`src/hdl/jspp_pkg.sv`:
```
// Shared types and constants for the JSON stream pretty printer.
// No dependencies; imported by every module of the block.
`timescale 1ns / 1ps
package jspp_pkg;

  // Byte codes the front end reacts to and the back end emits
  localparam logic [7:0] CH_LBRACE = 8'h7B;
  localparam logic [7:0] CH_RBRACE = 8'h7D;
  localparam logic [7:0] CH_LBRACK = 8'h5B;
  localparam logic [7:0] CH_RBRACK = 8'h5D;
  localparam logic [7:0] CH_COMMA  = 8'h2C;
  localparam logic [7:0] CH_QUOTE  = 8'h22;
  localparam logic [7:0] CH_COLON  = 8'h3A;
  localparam logic [7:0] CH_BSLASH = 8'h5C;
  localparam logic [7:0] CH_SPACE  = 8'h20;
  localparam logic [7:0] CH_LF     = 8'h0A;
  localparam logic [7:0] CH_CR     = 8'h0D;

  // Field widths
  localparam int DEPTH_W = 4;   // nesting level
  localparam int IND_W   = 6;   // indent characters per break (15 * 4 at most)
  localparam logic [2:0] IND_WIDTH_MAX = 3'd4;

  // Newline modes; anything else emits no newline bytes
  localparam logic [1:0] NL_LF   = 2'd0;
  localparam logic [1:0] NL_CRLF = 2'd1;

  // Configuration register indexes
  typedef enum logic [1:0] {
    CFG_INDENT_CHAR  = 2'd0,
    CFG_INDENT_WIDTH = 2'd1,
    CFG_NEWLINE_MODE = 2'd2
  } cfg_idx_t;

  // Live configuration seen by the back end
  typedef struct packed {
    logic [7:0] indent_char;
    logic [2:0] indent_width;
    logic [1:0] newline_mode;
  } cfg_t;

  // One classified request from front to back
  typedef struct packed {
    logic [7:0]         ch;      // byte to emit after any break
    logic               brk;     // line break before the byte
    logic               space;   // trailing space (colon)
    logic [DEPTH_W-1:0] bdepth;  // indent level of the break
  } cmd_t;

  // Back end sequencer states
  typedef enum logic [2:0] {
    BK_IDLE,
    BK_CR,
    BK_LF,
    BK_IND,
    BK_CHAR,
    BK_SPACE
  } bk_state_t;

endpackage

```
`src/hdl/jspp_front.sv`:
```
// Front end: takes input bytes, tracks string/escape/nesting state and
// classifies each byte into a request for the back end. Uses jspp_pkg.
`timescale 1ns / 1ps
module jspp_front #(
  parameter int MAX_DEPTH = 15
) (
  input  logic             clk,
  input  logic             rst_n,
  input  logic             in_tvalid,
  input  logic [7:0]       in_tdata,
  input  logic             q_full,
  output logic             in_tready,
  output logic             q_push,
  output jspp_pkg::cmd_t   q_wdata
);
  import jspp_pkg::*;

  logic [DEPTH_W-1:0] depth_r, depth_nxt;
  logic               pend_r, pend_nxt;
  logic               instr_r, instr_nxt;
  logic               esc_r, esc_nxt;
  cmd_t               cmd;

  assign in_tready = !q_full;
  assign q_push    = in_tvalid && !q_full;
  assign q_wdata   = cmd;

  // Classify the byte and work out the next parser state
  always_comb begin
    depth_nxt  = depth_r;
    pend_nxt   = pend_r;
    instr_nxt  = instr_r;
    esc_nxt    = esc_r;
    cmd.ch     = in_tdata;
    cmd.brk    = 1'b0;
    cmd.space  = 1'b0;
    cmd.bdepth = depth_r;
    if (esc_r) begin
      esc_nxt = 1'b0;
    end else if (instr_r) begin
      if (in_tdata == CH_BSLASH) begin
        esc_nxt = 1'b1;
      end else if (in_tdata == CH_QUOTE) begin
        instr_nxt = 1'b0;
      end
    end else begin
      unique case (in_tdata) inside
        CH_LBRACE, CH_LBRACK: begin
          cmd.brk = pend_r;
          if (depth_r < DEPTH_W'(MAX_DEPTH)) begin
            depth_nxt = depth_r + 1'b1;
          end
          pend_nxt = 1'b1;
        end
        CH_RBRACE, CH_RBRACK: begin
          // break is indented at the level after the close
          if (depth_r != '0) begin
            depth_nxt = depth_r - 1'b1;
          end
          cmd.bdepth = depth_nxt;
          cmd.brk    = !pend_r;
          pend_nxt   = 1'b0;
        end
        CH_COMMA: begin
          pend_nxt = 1'b1;
        end
        CH_QUOTE: begin
          cmd.brk   = pend_r;
          pend_nxt  = 1'b0;
          instr_nxt = 1'b1;
        end
        CH_COLON: begin
          cmd.space = 1'b1;
        end
        default: begin
          cmd.brk  = pend_r;
          pend_nxt = 1'b0;
        end
      endcase
    end
  end

  // Parser state, updated on each accepted byte
  always_ff @(posedge clk) begin
    if (!rst_n) begin
      depth_r <= '0;
      pend_r  <= 1'b0;
      instr_r <= 1'b0;
      esc_r   <= 1'b0;
    end else if (q_push) begin
      depth_r <= depth_nxt;
      pend_r  <= pend_nxt;
      instr_r <= instr_nxt;
      esc_r   <= esc_nxt;
    end
  end

  a_depth_sat: assert property (@(posedge clk) disable iff (!rst_n)
    depth_r <= DEPTH_W'(MAX_DEPTH))
    else $error("nesting depth above MAX_DEPTH");

  a_esc_in_str: assert property (@(posedge clk) disable iff (!rst_n)
    esc_r |-> instr_r)
    else $error("escape flag set outside a string");

endmodule

```
`src/hdl/jspp_fifo.sv`:
```
// Short request queue between front and back end.
// Holds jspp_pkg::cmd_t entries in registers.
`timescale 1ns / 1ps
module jspp_fifo #(
  parameter int DEPTH = 4
) (
  input  logic           clk,
  input  logic           rst_n,
  input  logic           push,
  input  jspp_pkg::cmd_t wdata,
  input  logic           pop,
  output jspp_pkg::cmd_t rdata,
  output logic           full,
  output logic           empty
);
  import jspp_pkg::*;

  localparam int AW = (DEPTH > 1) ? $clog2(DEPTH) : 1;
  localparam int CW = $clog2(DEPTH + 1);

  cmd_t          mem [DEPTH];
  logic [AW-1:0] wr_ptr_r, wr_ptr_nxt;
  logic [AW-1:0] rd_ptr_r, rd_ptr_nxt;
  logic [CW-1:0] cnt_r, cnt_nxt;

  assign full  = (cnt_r == CW'(DEPTH));
  assign empty = (cnt_r == '0);
  assign rdata = mem[rd_ptr_r];

  // Pointer and fill count update
  always_comb begin
    wr_ptr_nxt = wr_ptr_r;
    rd_ptr_nxt = rd_ptr_r;
    cnt_nxt    = cnt_r;
    if (push) begin
      wr_ptr_nxt = (wr_ptr_r == AW'(DEPTH - 1)) ? '0 : wr_ptr_r + 1'b1;
    end
    if (pop) begin
      rd_ptr_nxt = (rd_ptr_r == AW'(DEPTH - 1)) ? '0 : rd_ptr_r + 1'b1;
    end
    if (push && !pop) begin
      cnt_nxt = cnt_r + 1'b1;
    end else if (pop && !push) begin
      cnt_nxt = cnt_r - 1'b1;
    end
  end

  always_ff @(posedge clk) begin
    if (!rst_n) begin
      wr_ptr_r <= '0;
      rd_ptr_r <= '0;
      cnt_r    <= '0;
    end else begin
      wr_ptr_r <= wr_ptr_nxt;
      rd_ptr_r <= rd_ptr_nxt;
      cnt_r    <= cnt_nxt;
    end
  end

  // Storage
  always_ff @(posedge clk) begin
    if (push) begin
      mem[wr_ptr_r] <= wdata;
    end
  end

  a_no_over: assert property (@(posedge clk) disable iff (!rst_n)
    (full && !pop) |=> (cnt_r == CW'(DEPTH)))
    else $error("queue count moved while full without a pop");

endmodule

```
`src/hdl/jspp_back.sv`:
```
// Back end: turns queued requests into output bytes (newline, indent run,
// the byte itself, optional space) through a registered output. Uses jspp_pkg.
`timescale 1ns / 1ps
module jspp_back (
  input  logic           clk,
  input  logic           rst_n,
  input  jspp_pkg::cfg_t cfg,
  input  logic           q_empty,
  input  jspp_pkg::cmd_t q_rdata,
  output logic           q_pop,
  input  logic           out_tready,
  output logic           out_tvalid,
  output logic [7:0]     out_tdata,
  output logic           out_tlast
);
  import jspp_pkg::*;

  bk_state_t        st_r, st_nxt;
  cmd_t             cmd_r, cmd_nxt;
  logic [IND_W-1:0] ind_r, ind_nxt;
  logic             ovld_r, ovld_nxt;
  logic [7:0]       obyte_r;
  logic             olast_r;

  logic             emit;
  logic [7:0]       ebyte;
  logic             elast;
  logic [2:0]       wclamp;
  logic [IND_W-1:0] ind_start;

  // Indent characters for a break: level times clamped width (60 at most)
  assign wclamp    = (cfg.indent_width > IND_WIDTH_MAX) ? IND_WIDTH_MAX : cfg.indent_width;
  assign ind_start = IND_W'(q_rdata.bdepth) * IND_W'(wclamp);

  // Output decode per state
  always_comb begin
    q_pop = 1'b0;
    emit  = 1'b0;
    ebyte = cmd_r.ch;
    elast = 1'b0;
    unique case (st_r)
      BK_IDLE: begin
        q_pop = !q_empty;
      end
      BK_CR: begin
        emit  = !ovld_r || out_tready;
        ebyte = CH_CR;
      end
      BK_LF: begin
        emit  = !ovld_r || out_tready;
        ebyte = CH_LF;
      end
      BK_IND: begin
        emit  = !ovld_r || out_tready;
        ebyte = cfg.indent_char;
      end
      BK_CHAR: begin
        emit  = !ovld_r || out_tready;
        ebyte = cmd_r.ch;
        elast = !cmd_r.space;
      end
      BK_SPACE: begin
        emit  = !ovld_r || out_tready;
        ebyte = CH_SPACE;
        elast = 1'b1;
      end
      default: begin
        q_pop = 1'b0;
      end
    endcase
  end

  // Sequencer next state
  always_comb begin
    st_nxt  = st_r;
    cmd_nxt = cmd_r;
    ind_nxt = ind_r;
    unique case (st_r)
      BK_IDLE: begin
        if (!q_empty) begin
          cmd_nxt = q_rdata;
          ind_nxt = ind_start;
          if (!q_rdata.brk) begin
            st_nxt = BK_CHAR;
          end else if (cfg.newline_mode == NL_LF) begin
            st_nxt = BK_LF;
          end else if (cfg.newline_mode == NL_CRLF) begin
            st_nxt = BK_CR;
          end else if (ind_start != '0) begin
            st_nxt = BK_IND;
          end else begin
            st_nxt = BK_CHAR;
          end
        end
      end
      BK_CR: begin
        if (emit) begin
          st_nxt = BK_LF;
        end
      end
      BK_LF: begin
        if (emit) begin
          st_nxt = (ind_r != '0) ? BK_IND : BK_CHAR;
        end
      end
      BK_IND: begin
        if (emit) begin
          ind_nxt = ind_r - 1'b1;
          if (ind_r == IND_W'(1)) begin
            st_nxt = BK_CHAR;
          end
        end
      end
      BK_CHAR: begin
        if (emit) begin
          st_nxt = cmd_r.space ? BK_SPACE : BK_IDLE;
        end
      end
      BK_SPACE: begin
        if (emit) begin
          st_nxt = BK_IDLE;
        end
      end
      default: begin
        st_nxt = BK_IDLE;
      end
    endcase
  end

  // Output register: loads when empty or being drained
  always_comb begin
    if (emit) begin
      ovld_nxt = 1'b1;
    end else if (out_tready) begin
      ovld_nxt = 1'b0;
    end else begin
      ovld_nxt = ovld_r;
    end
  end

  always_ff @(posedge clk) begin
    if (!rst_n) begin
      st_r   <= BK_IDLE;
      ovld_r <= 1'b0;
    end else begin
      st_r   <= st_nxt;
      ovld_r <= ovld_nxt;
    end
  end

  always_ff @(posedge clk) begin
    cmd_r <= cmd_nxt;
    ind_r <= ind_nxt;
    if (emit) begin
      obyte_r <= ebyte;
      olast_r <= elast;
    end
  end

  assign out_tvalid = ovld_r;
  assign out_tdata  = obyte_r;
  assign out_tlast  = olast_r;

  a_ind_nonzero: assert property (@(posedge clk) disable iff (!rst_n)
    (st_r == BK_IND) |-> (ind_r != '0))
    else $error("indent run entered with zero count");

  a_last_idle: assert property (@(posedge clk) disable iff (!rst_n)
    (emit && elast) |=> (st_r == BK_IDLE))
    else $error("sequencer not idle after final byte of a request");

endmodule

```
`src/hdl/json_stream_pretty_printer.sv`:
```
// Top level of the JSON stream pretty printer: configuration registers,
// front end, request queue and back end. Uses jspp_pkg and all jspp_* modules.
//
//  Group   Dir  Carries
//  in_*    in   compact JSON byte (tdata[7:0] = in_byte)
//  out_*   out  formatted byte (tdata[7:0] = out_byte), tlast = last of its input
//  cfg_*   in   register write: 0 indent_char, 1 indent_width, 2 newline_mode
//
// The back end takes one request at a time and sends its bytes: the byte
// alone for a plain byte, the byte and a space for a colon, and newline bytes,
// depth * min(indent_width, 4) indent characters and the byte after a break.
// The front end runs ahead by up to FIFO_DEPTH requests; in_tready drops
// when the queue is full, and out_tready low holds the back end in place.
// Reset is synchronous (rst_n low): parser state, queue and output clear,
// configuration returns to indent_char 32, indent_width 2, LF newline.
`timescale 1ns / 1ps
module json_stream_pretty_printer #(
  parameter int MAX_DEPTH  = 15,
  parameter int FIFO_DEPTH = 4
) (
  input  logic       clk,
  input  logic       rst_n,
  input  logic       in_tvalid,
  output logic       in_tready,
  input  logic [7:0] in_tdata,    // [7:0] in_byte
  output logic       out_tvalid,
  input  logic       out_tready,
  output logic [7:0] out_tdata,   // [7:0] out_byte
  output logic       out_tlast,
  input  logic       cfg_we,
  input  logic [1:0] cfg_addr,
  input  logic [7:0] cfg_wdata
);
  import jspp_pkg::*;

  cfg_t cfg_r;
  cmd_t q_wdata;
  cmd_t q_rdata;
  logic q_push;
  logic q_pop;
  logic q_full;
  logic q_empty;

  // Configuration registers
  always_ff @(posedge clk) begin
    if (!rst_n) begin
      cfg_r.indent_char  <= CH_SPACE;
      cfg_r.indent_width <= 3'd2;
      cfg_r.newline_mode <= NL_LF;
    end else if (cfg_we) begin
      unique case (cfg_addr)
        CFG_INDENT_CHAR:  cfg_r.indent_char  <= cfg_wdata;
        CFG_INDENT_WIDTH: cfg_r.indent_width <= cfg_wdata[2:0];
        CFG_NEWLINE_MODE: cfg_r.newline_mode <= cfg_wdata[1:0];
        default: begin
          cfg_r <= cfg_r;
        end
      endcase
    end
  end

  jspp_front #(
    .MAX_DEPTH (MAX_DEPTH)
  ) u_front (
    .clk       (clk),
    .rst_n     (rst_n),
    .in_tvalid (in_tvalid),
    .in_tdata  (in_tdata),
    .q_full    (q_full),
    .in_tready (in_tready),
    .q_push    (q_push),
    .q_wdata   (q_wdata)
  );

  jspp_fifo #(
    .DEPTH (FIFO_DEPTH)
  ) u_fifo (
    .clk   (clk),
    .rst_n (rst_n),
    .push  (q_push),
    .wdata (q_wdata),
    .pop   (q_pop),
    .rdata (q_rdata),
    .full  (q_full),
    .empty (q_empty)
  );

  jspp_back u_back (
    .clk        (clk),
    .rst_n      (rst_n),
    .cfg        (cfg_r),
    .q_empty    (q_empty),
    .q_rdata    (q_rdata),
    .q_pop      (q_pop),
    .out_tready (out_tready),
    .out_tvalid (out_tvalid),
    .out_tdata  (out_tdata),
    .out_tlast  (out_tlast)
  );

endmodule
```
`config.mk`:
```
export PLATFORM = sky130hd
export DESIGN_NAME = json_stream_pretty_printer
export DESIGN_NICKNAME = d
export VERILOG_FILES = /design/src/hdl/jspp_pkg.sv /design/src/hdl/jspp_front.sv /design/src/hdl/jspp_fifo.sv /design/src/hdl/jspp_back.sv /design/src/hdl/json_stream_pretty_printer.sv
export SDC_FILE = /design/constraint.sdc
export NUM_CORES = 1
export LEC_CHECK = 0
export BUFFER_PORTS_ARGS = -buffer_cell sky130_fd_sc_hd__buf_2
export CORE_MARGIN = 4
export CORE_UTILIZATION = 35
export DETAILED_ROUTE_END_ITERATION = 7
export PLACE_DENSITY = 0.6
export SLEW_MARGIN = 20
export SYNTH_ARGS = -nofsm -noshare
export SYNTH_HDL_FRONTEND = slang
export SYNTH_SLANG_ARGS = --single-unit
export TNS_END_PERCENT = 20
```
`constraint.sdc`:
```
create_clock -name clk -period 3.9 [get_ports clk]
set_clock_uncertainty 0.1 [all_clocks]
set_input_delay 0.78 -clock clk [delete_from_list [all_inputs] [get_ports clk]]
set_output_delay 0.78 -clock clk [all_outputs]
set_load 0.005 [all_outputs]
```
Word-level counts from Yosys, hierarchy flattened
Memories as Yosys holds them, arrays and structs flattened. A register that Yosys moved wholly into a read port is not among the register bits.
Cells that the tools add are included.
{ "word_totals": {"out_inout_bits": 11, "mem_bits_rw": 56, "regBits": 55, "input_bits": 23, "mem_count": 1} }
{ "classes": {"n_mux": 48, "order_cmp": 2, "addsub": 7, "bitwise": 4, "multipliers": 1, "reduce_logical": 36, "n_eq_ne": 28} }
{ "mem_list": {"columns": ["memory", "words", "width", "read_ports", "rd_clocked_by_memory_dff", "wr", "line_no", "text"], "rows": [
  ["u_fifo.mem", 4, 14, 1, 1, 1, "jspp_fifo.sv:21", "cmd_t mem [DEPTH];"]
]} }
{ "ops": {"columns": ["operator", "n"], "rows": [
  ["3-bit 2-to-1 mux", 16],
  ["8-bit by 7-bit == test with 1-bit output, second input constant", 5],
  ["8-bit case mux with 4 select lines", 1],
  ["8-bit by 6-bit == test with 1-bit output, second input constant", 3],
  ["6-bit 2-to-1 mux", 4],
  ["3-bit case mux with 6 select lines", 1],
  ["1-bit 2-to-1 mux", 14],
  ["2-bit by 1-bit != test with 1-bit output, second input constant", 7],
  ["4-bit 2-to-1 mux", 3],
  ["6-bit case mux with 2 select lines", 1],
  ["6-bit nonzero test", 2],
  ["2-bit AND reduction", 5],
  ["3-bit == test, second input constant", 3],
  ["2-bit 2-to-1 mux", 4],
  ["4-bit case mux with 2 select lines", 1],
  ["2-bit nonzero test", 4],
  ["1-bit logical NOT", 7],
  ["7-bit AND reduction", 1],
  ["2-bit == test, second input constant", 3],
  ["3-bit by 2-bit == test with 1-bit output, second input constant", 2],
  ["6-bit by 1-bit == test with 1-bit output, second input constant", 1],
  ["3-bit logical NOT", 2],
  ["4-bit by 3-bit multiplier with 6-bit output", 1],
  ["1-bit case mux with 2 select lines", 3],
  ["22 further kinds", 32]
]} }

Longest topological paths before layout
{ "logic_depth": {"ltp_word": 10, "depth_mapped": 13} }

Modules after synthesis
A second synthesis with hierarchy kept.
{ "hier_totals": {"hier_cells": 434, "hier_area_um2": 5501.5} }
{ "by_module_without_submodules": {"columns": ["module", "cells_each", "instances", "area_per_inst_um2"], "rows": [
  ["jspp_fifo", 117, 1, 2506.2],
  ["jspp_back", 170, 1, 1699.1],
  ["jspp_front", 93, 1, 765.7],
  ["json_stream_pretty_printer", 54, 1, 530.5]
]} }

Least setup slack after synthesis
No wires, ideal clock.
{ "synth_timing": {"kind": "register to register", "startpoint": "register (tool-made name)", "endpoint": "register u_back.st_r[2]", "n_path_buf": 2, "setup_time_ns": 0.059, "arrival_ns": 3.934, "setup_slack_ns": -0.193, "stages_incl_launch_ff": 14, "period_less_slack_ns": 4.093, "cell_sequence": "dfxtp_1 > buf_2 > buf_2 > mux4_2 > and2_1 > fa_1 > ha_1 > inv_1 > fa_1 > or4bb_1 > a2111oi_0 > o2bb2ai_1 > a31oi_1 > o211a_1"} }
{ "synth_lines": {"columns": ["item", "line_no", "text"], "rows": [
  ["end signal, assigned", "jspp_back.sv:146", "st_r <= st_nxt;"],
  ["end, declared", "jspp_back.sv:18", "bk_state_t st_r, st_nxt;"]
]} }

==> results.py <==
metrics = {
    "run_status": {
        "status": "finished clean",
    },
    "critical_path": {
        "rr_endpoint": "u_back.st_r[2]$_SDFFE_PN0P_",
        "arrival_ps": 3960,
        "reg2reg_depth": 11,
        "end_kind": "flop",
        "path_max_fanout": 5,
        "cp_data_required_time_ps": 4150,
        "path_class": "flop to flop",
        "startpoint_type": "flop",
        "r2r_setup_slack_ps": 190,
    },
    "final_layout": {
        "diodes": 0,
        "area_growth_pct": 18.8,
        "fin_area_um2": 6290,
        "layout_commonest_cell": "edfxtp_1",
        "layout.nets": 513,
        "layout-drive-gt1-share_pct": 21.1,
        "mostFrequentLayoutCells": "edfxtp_1, nor2_1, nand2_1",
    },
    "min_path": {
        "hold_class": "flop to flop",
        "hold_path_depth": 2,
        "hp-start": "cfg_r[10]$_SDFFE_PN1P_",
        "hold_end": "cfg_r[10]$_SDFFE_PN1P_",
    },
    "global_routing": {
        "grt_pass1_wl_um": 17800,
        "grt_use_total_pct": 13.5,
        "grt_pass1_vias": 3497,
        "antenna_found_initial": 0,
        "grt_start_max_net_pins": 26,
        "grt.overflow.total": 0,
    },
    "pwr": {
        "p_total_mw": 4.47,
        "p_leak_nw": 2.34,
        "seq_power_share_pct": 40.6,
        "power_frac_clock_pct": 34.4,
        "ir_drop_mv": 0.350,
        "power_density_nw_per_um2": 710,
        "p_comb_share_pct": 25.0,
        "switching_share_pct": 30.5,
        "p_int_mw": 3.11,
        "switchingPower_mw": 1.36,
    },
    "timing": {
        "timing.fmax_mhz": 269,
        "fin_crit_sh_pct": 95.2,
        "tightest_slew_ps": 718,
        "fin_tns_setup_ps": 0,
        "drv_slew": 0,
        "relSlewSlack_pct": 52.1,
        "finalHoldViolCount": 0,
        "rsz0062_at_grt": "no",
        "setup_viol_count_final": 0,
        "min_period_ps": 3710,
    },
    "drt": {
        "routed_via_density": 5.20,
        "first_pass_iters": 5,
        "routed_wl_um": 10600,
        "routedWlPerCell_um": 16.0,
        "antenna_left": 0,
        "drc": 0,
        "drt_iter0_drc": 372,
        "num_vias": 3467,
    },
    "cts": {
        "htree_levels": 4,
        "tritoncts": "done",
        "cts_hold_buf": 0,
        "cts_sinks": 113,
        "cts_root_buf": "clkbuf_16",
        "numCtsBuffers": 17,
        "insertion_delay_ps": 400,
        "clockBufferDepth": 2,
        "clk_pin_slew_ps": 50,
        "post-cts-setup-buffers": 0,
    },
    "die": {
        "pin_count": 34,
        "die_y_um": 131,
        "dieArea_um2": 17200,
        "fp-row-count": 44,
        "die_w_um": 131,
        "core_um2": 14700,
        "start_util_pct": 36.0,
    },
    "placed_design": {
        "place_hpwl_um": 7480,
        "gp_congestion": 0.774,
        "portBuffers": 33,
        "post_dp_cell_area_um2": 5660,
    },
    "yosys": {
        "synth-edff-count": 80,
        "synth_nets": 473,
        "async_reset_ff_share_pct": 0,
        "syn_area_um2": 5300,
        "ys_types": 63,
        "ys_seq_area_share_pct": 57.8,
        "synthCells": 431,
        "ys_ff_latch": 113,
        "yosysWarningCount": 0,
        "avgSynthCellArea_um2": 12.3,
        "synth_ff_type": "edfxtp_1",
    },
    "run": {
        "max_cap_viol_count": 0,
    },
}
flip-flops by register name, indices dropped and copies added (netlist names), named ones only:
| register | count |
|---|---|
| u_front.instr_r | 1 |
| u_back.st_r | 3 |
| u_back.cmd_r | 9 |
| u_fifo.rd_ptr_r | 2 |
| u_front.pend_r | 1 |
| u_front.depth_r | 4 |
| u_back.ind_r | 6 |
| u_back.out_tlast | 1 |
| u_fifo.wr_ptr_r | 2 |
| u_back.out_tdata | 8 |
| u_fifo.cnt_r | 3 |
| cfg_r | 13 |
| u_back.out_tvalid | 1 |
| u_fifo.mem | 56 |
| u_front.esc_r | 1 |
power groups by stage:
stage / clock network (mW) / logic (mW) / registers (mW)
2_1_floorplan: 0 / 0.852 / 1.75
3_3_place_gp: 0 / 1.08 / 1.82
3_5_place_dp: 0 / 1.10 / 1.84
4_1_cts: 1.56 / 1.11 / 1.81
5_1_grt: 1.63 / 1.27 / 1.85
6_report: 1.54 / 1.12 / 1.81
layout make-up:
class / count / area [um2]
inverters: 18 / 67.6
flip-flops and latches: 113 / 3070
repair buffers: 38 / 203
multi-input cells: 283 / 2140
clock buffers: 18 / 429
clock inverters: 13 / 163
fillers: 1359 / 8400
well taps: 184 / 230
layer usage:
layer | vias to the layer above | track usage (%) | wire, um
met5 | - | 0 | 0
met4 | 0 | 3.99 | 65
met3 | 11 | 4.31 | 520
met2 | 81 | 20.8 | 4900
met1 | 1694 | 18.4 | 5150
li1 | 1681 | - | -
worst max path at each step:
| stage | from | endpoint | slack [ps] | depth (start not counted) |
|---|---|---|---|---|
| 4_1_cts | flop | u_back.st_r[2]$_SDFFE_PN0P_ | 20 | 11 |
| 6_report | flop | u_back.st_r[2]$_SDFFE_PN0P_ | 190 | 11 |
| 3_5_place_dp | flop | u_back.st_r[2]$_SDFFE_PN0P_ | -70 | 11 |
| 5_1_grt | flop | u_back.st_r[2]$_SDFFE_PN0P_ | 20 | 11 |
| 3_3_place_gp | flop | u_back.st_r[2]$_SDFFE_PN0P_ | -6 | 11 |
| 2_1_floorplan | flop | u_back.st_r[2]$_SDFFE_PN0P_ | 20 | 13 |
critical path: stages (launching register included):
cell,delay (ps)
dfxtp_4,380
mux4_2,500
and2_1,190
fa_1,540
ha_1,150
inv_1,50
fa_1,500
or4bb_4,580
a2111oi_4,220
o2bb2ai_2,120
a31oi_1,170
o211a_1,150
what timing repair did:
action                     in CTS  in global routing
resized for setup               1                  7
pin swaps                       0                  1
setup endpoints to repair       2                  3
synthesized netlist by cell type (all sizes together) (7+ instances only):
cell type  instances  share of area (%)
nand2             36                2.7
inv               18                1.3
o21ai             18                1.7
a21oi             23                2.2
nand3              8               0.76
nor2b              9                1.1
mux2i             17                3.2
nor2              41                2.9
dfxtp             33                 12
ha                15                3.5
and2               7               0.83
edfxtp            80                 45
nor3              11                1.0
mux4              14                6.0
clkbuf            11               0.80
through the flow:
step / std cells / hold WS (ps) / worst slack, ps / util (%)
global placement: 636 / 367 / -6.12 / 38.5
global route: 667 / 390 / 21.6 / 42.8
detailed placement: 636 / 366 / -65.5 / 38.5
finish: 667 / 381 / 188 / 42.8
floorplan: 431 / 336 / 21.0 / -
CTS: 667 / 382 / 15.8 / 42.5
kinds of logic (layout without fill, tap and decap cells):
family / count (synthesis) / in the layout / synth area share, %
adder cells (fa/ha/maj): 19 / 19 / 5.05
AO/OA/AOI/OAI: 74 / 74 / 8.97
multiplexers: 32 / 32 / 9.37
buffers and inverters: 35 / 87 / 2.72
AND/OR/NAND/NOR: 149 / 149 / 14.6
flip-flops: 113 / 113 / 57.8
XOR/XNOR: 9 / 9 / 1.49
(Power assumes the default switching activity.)
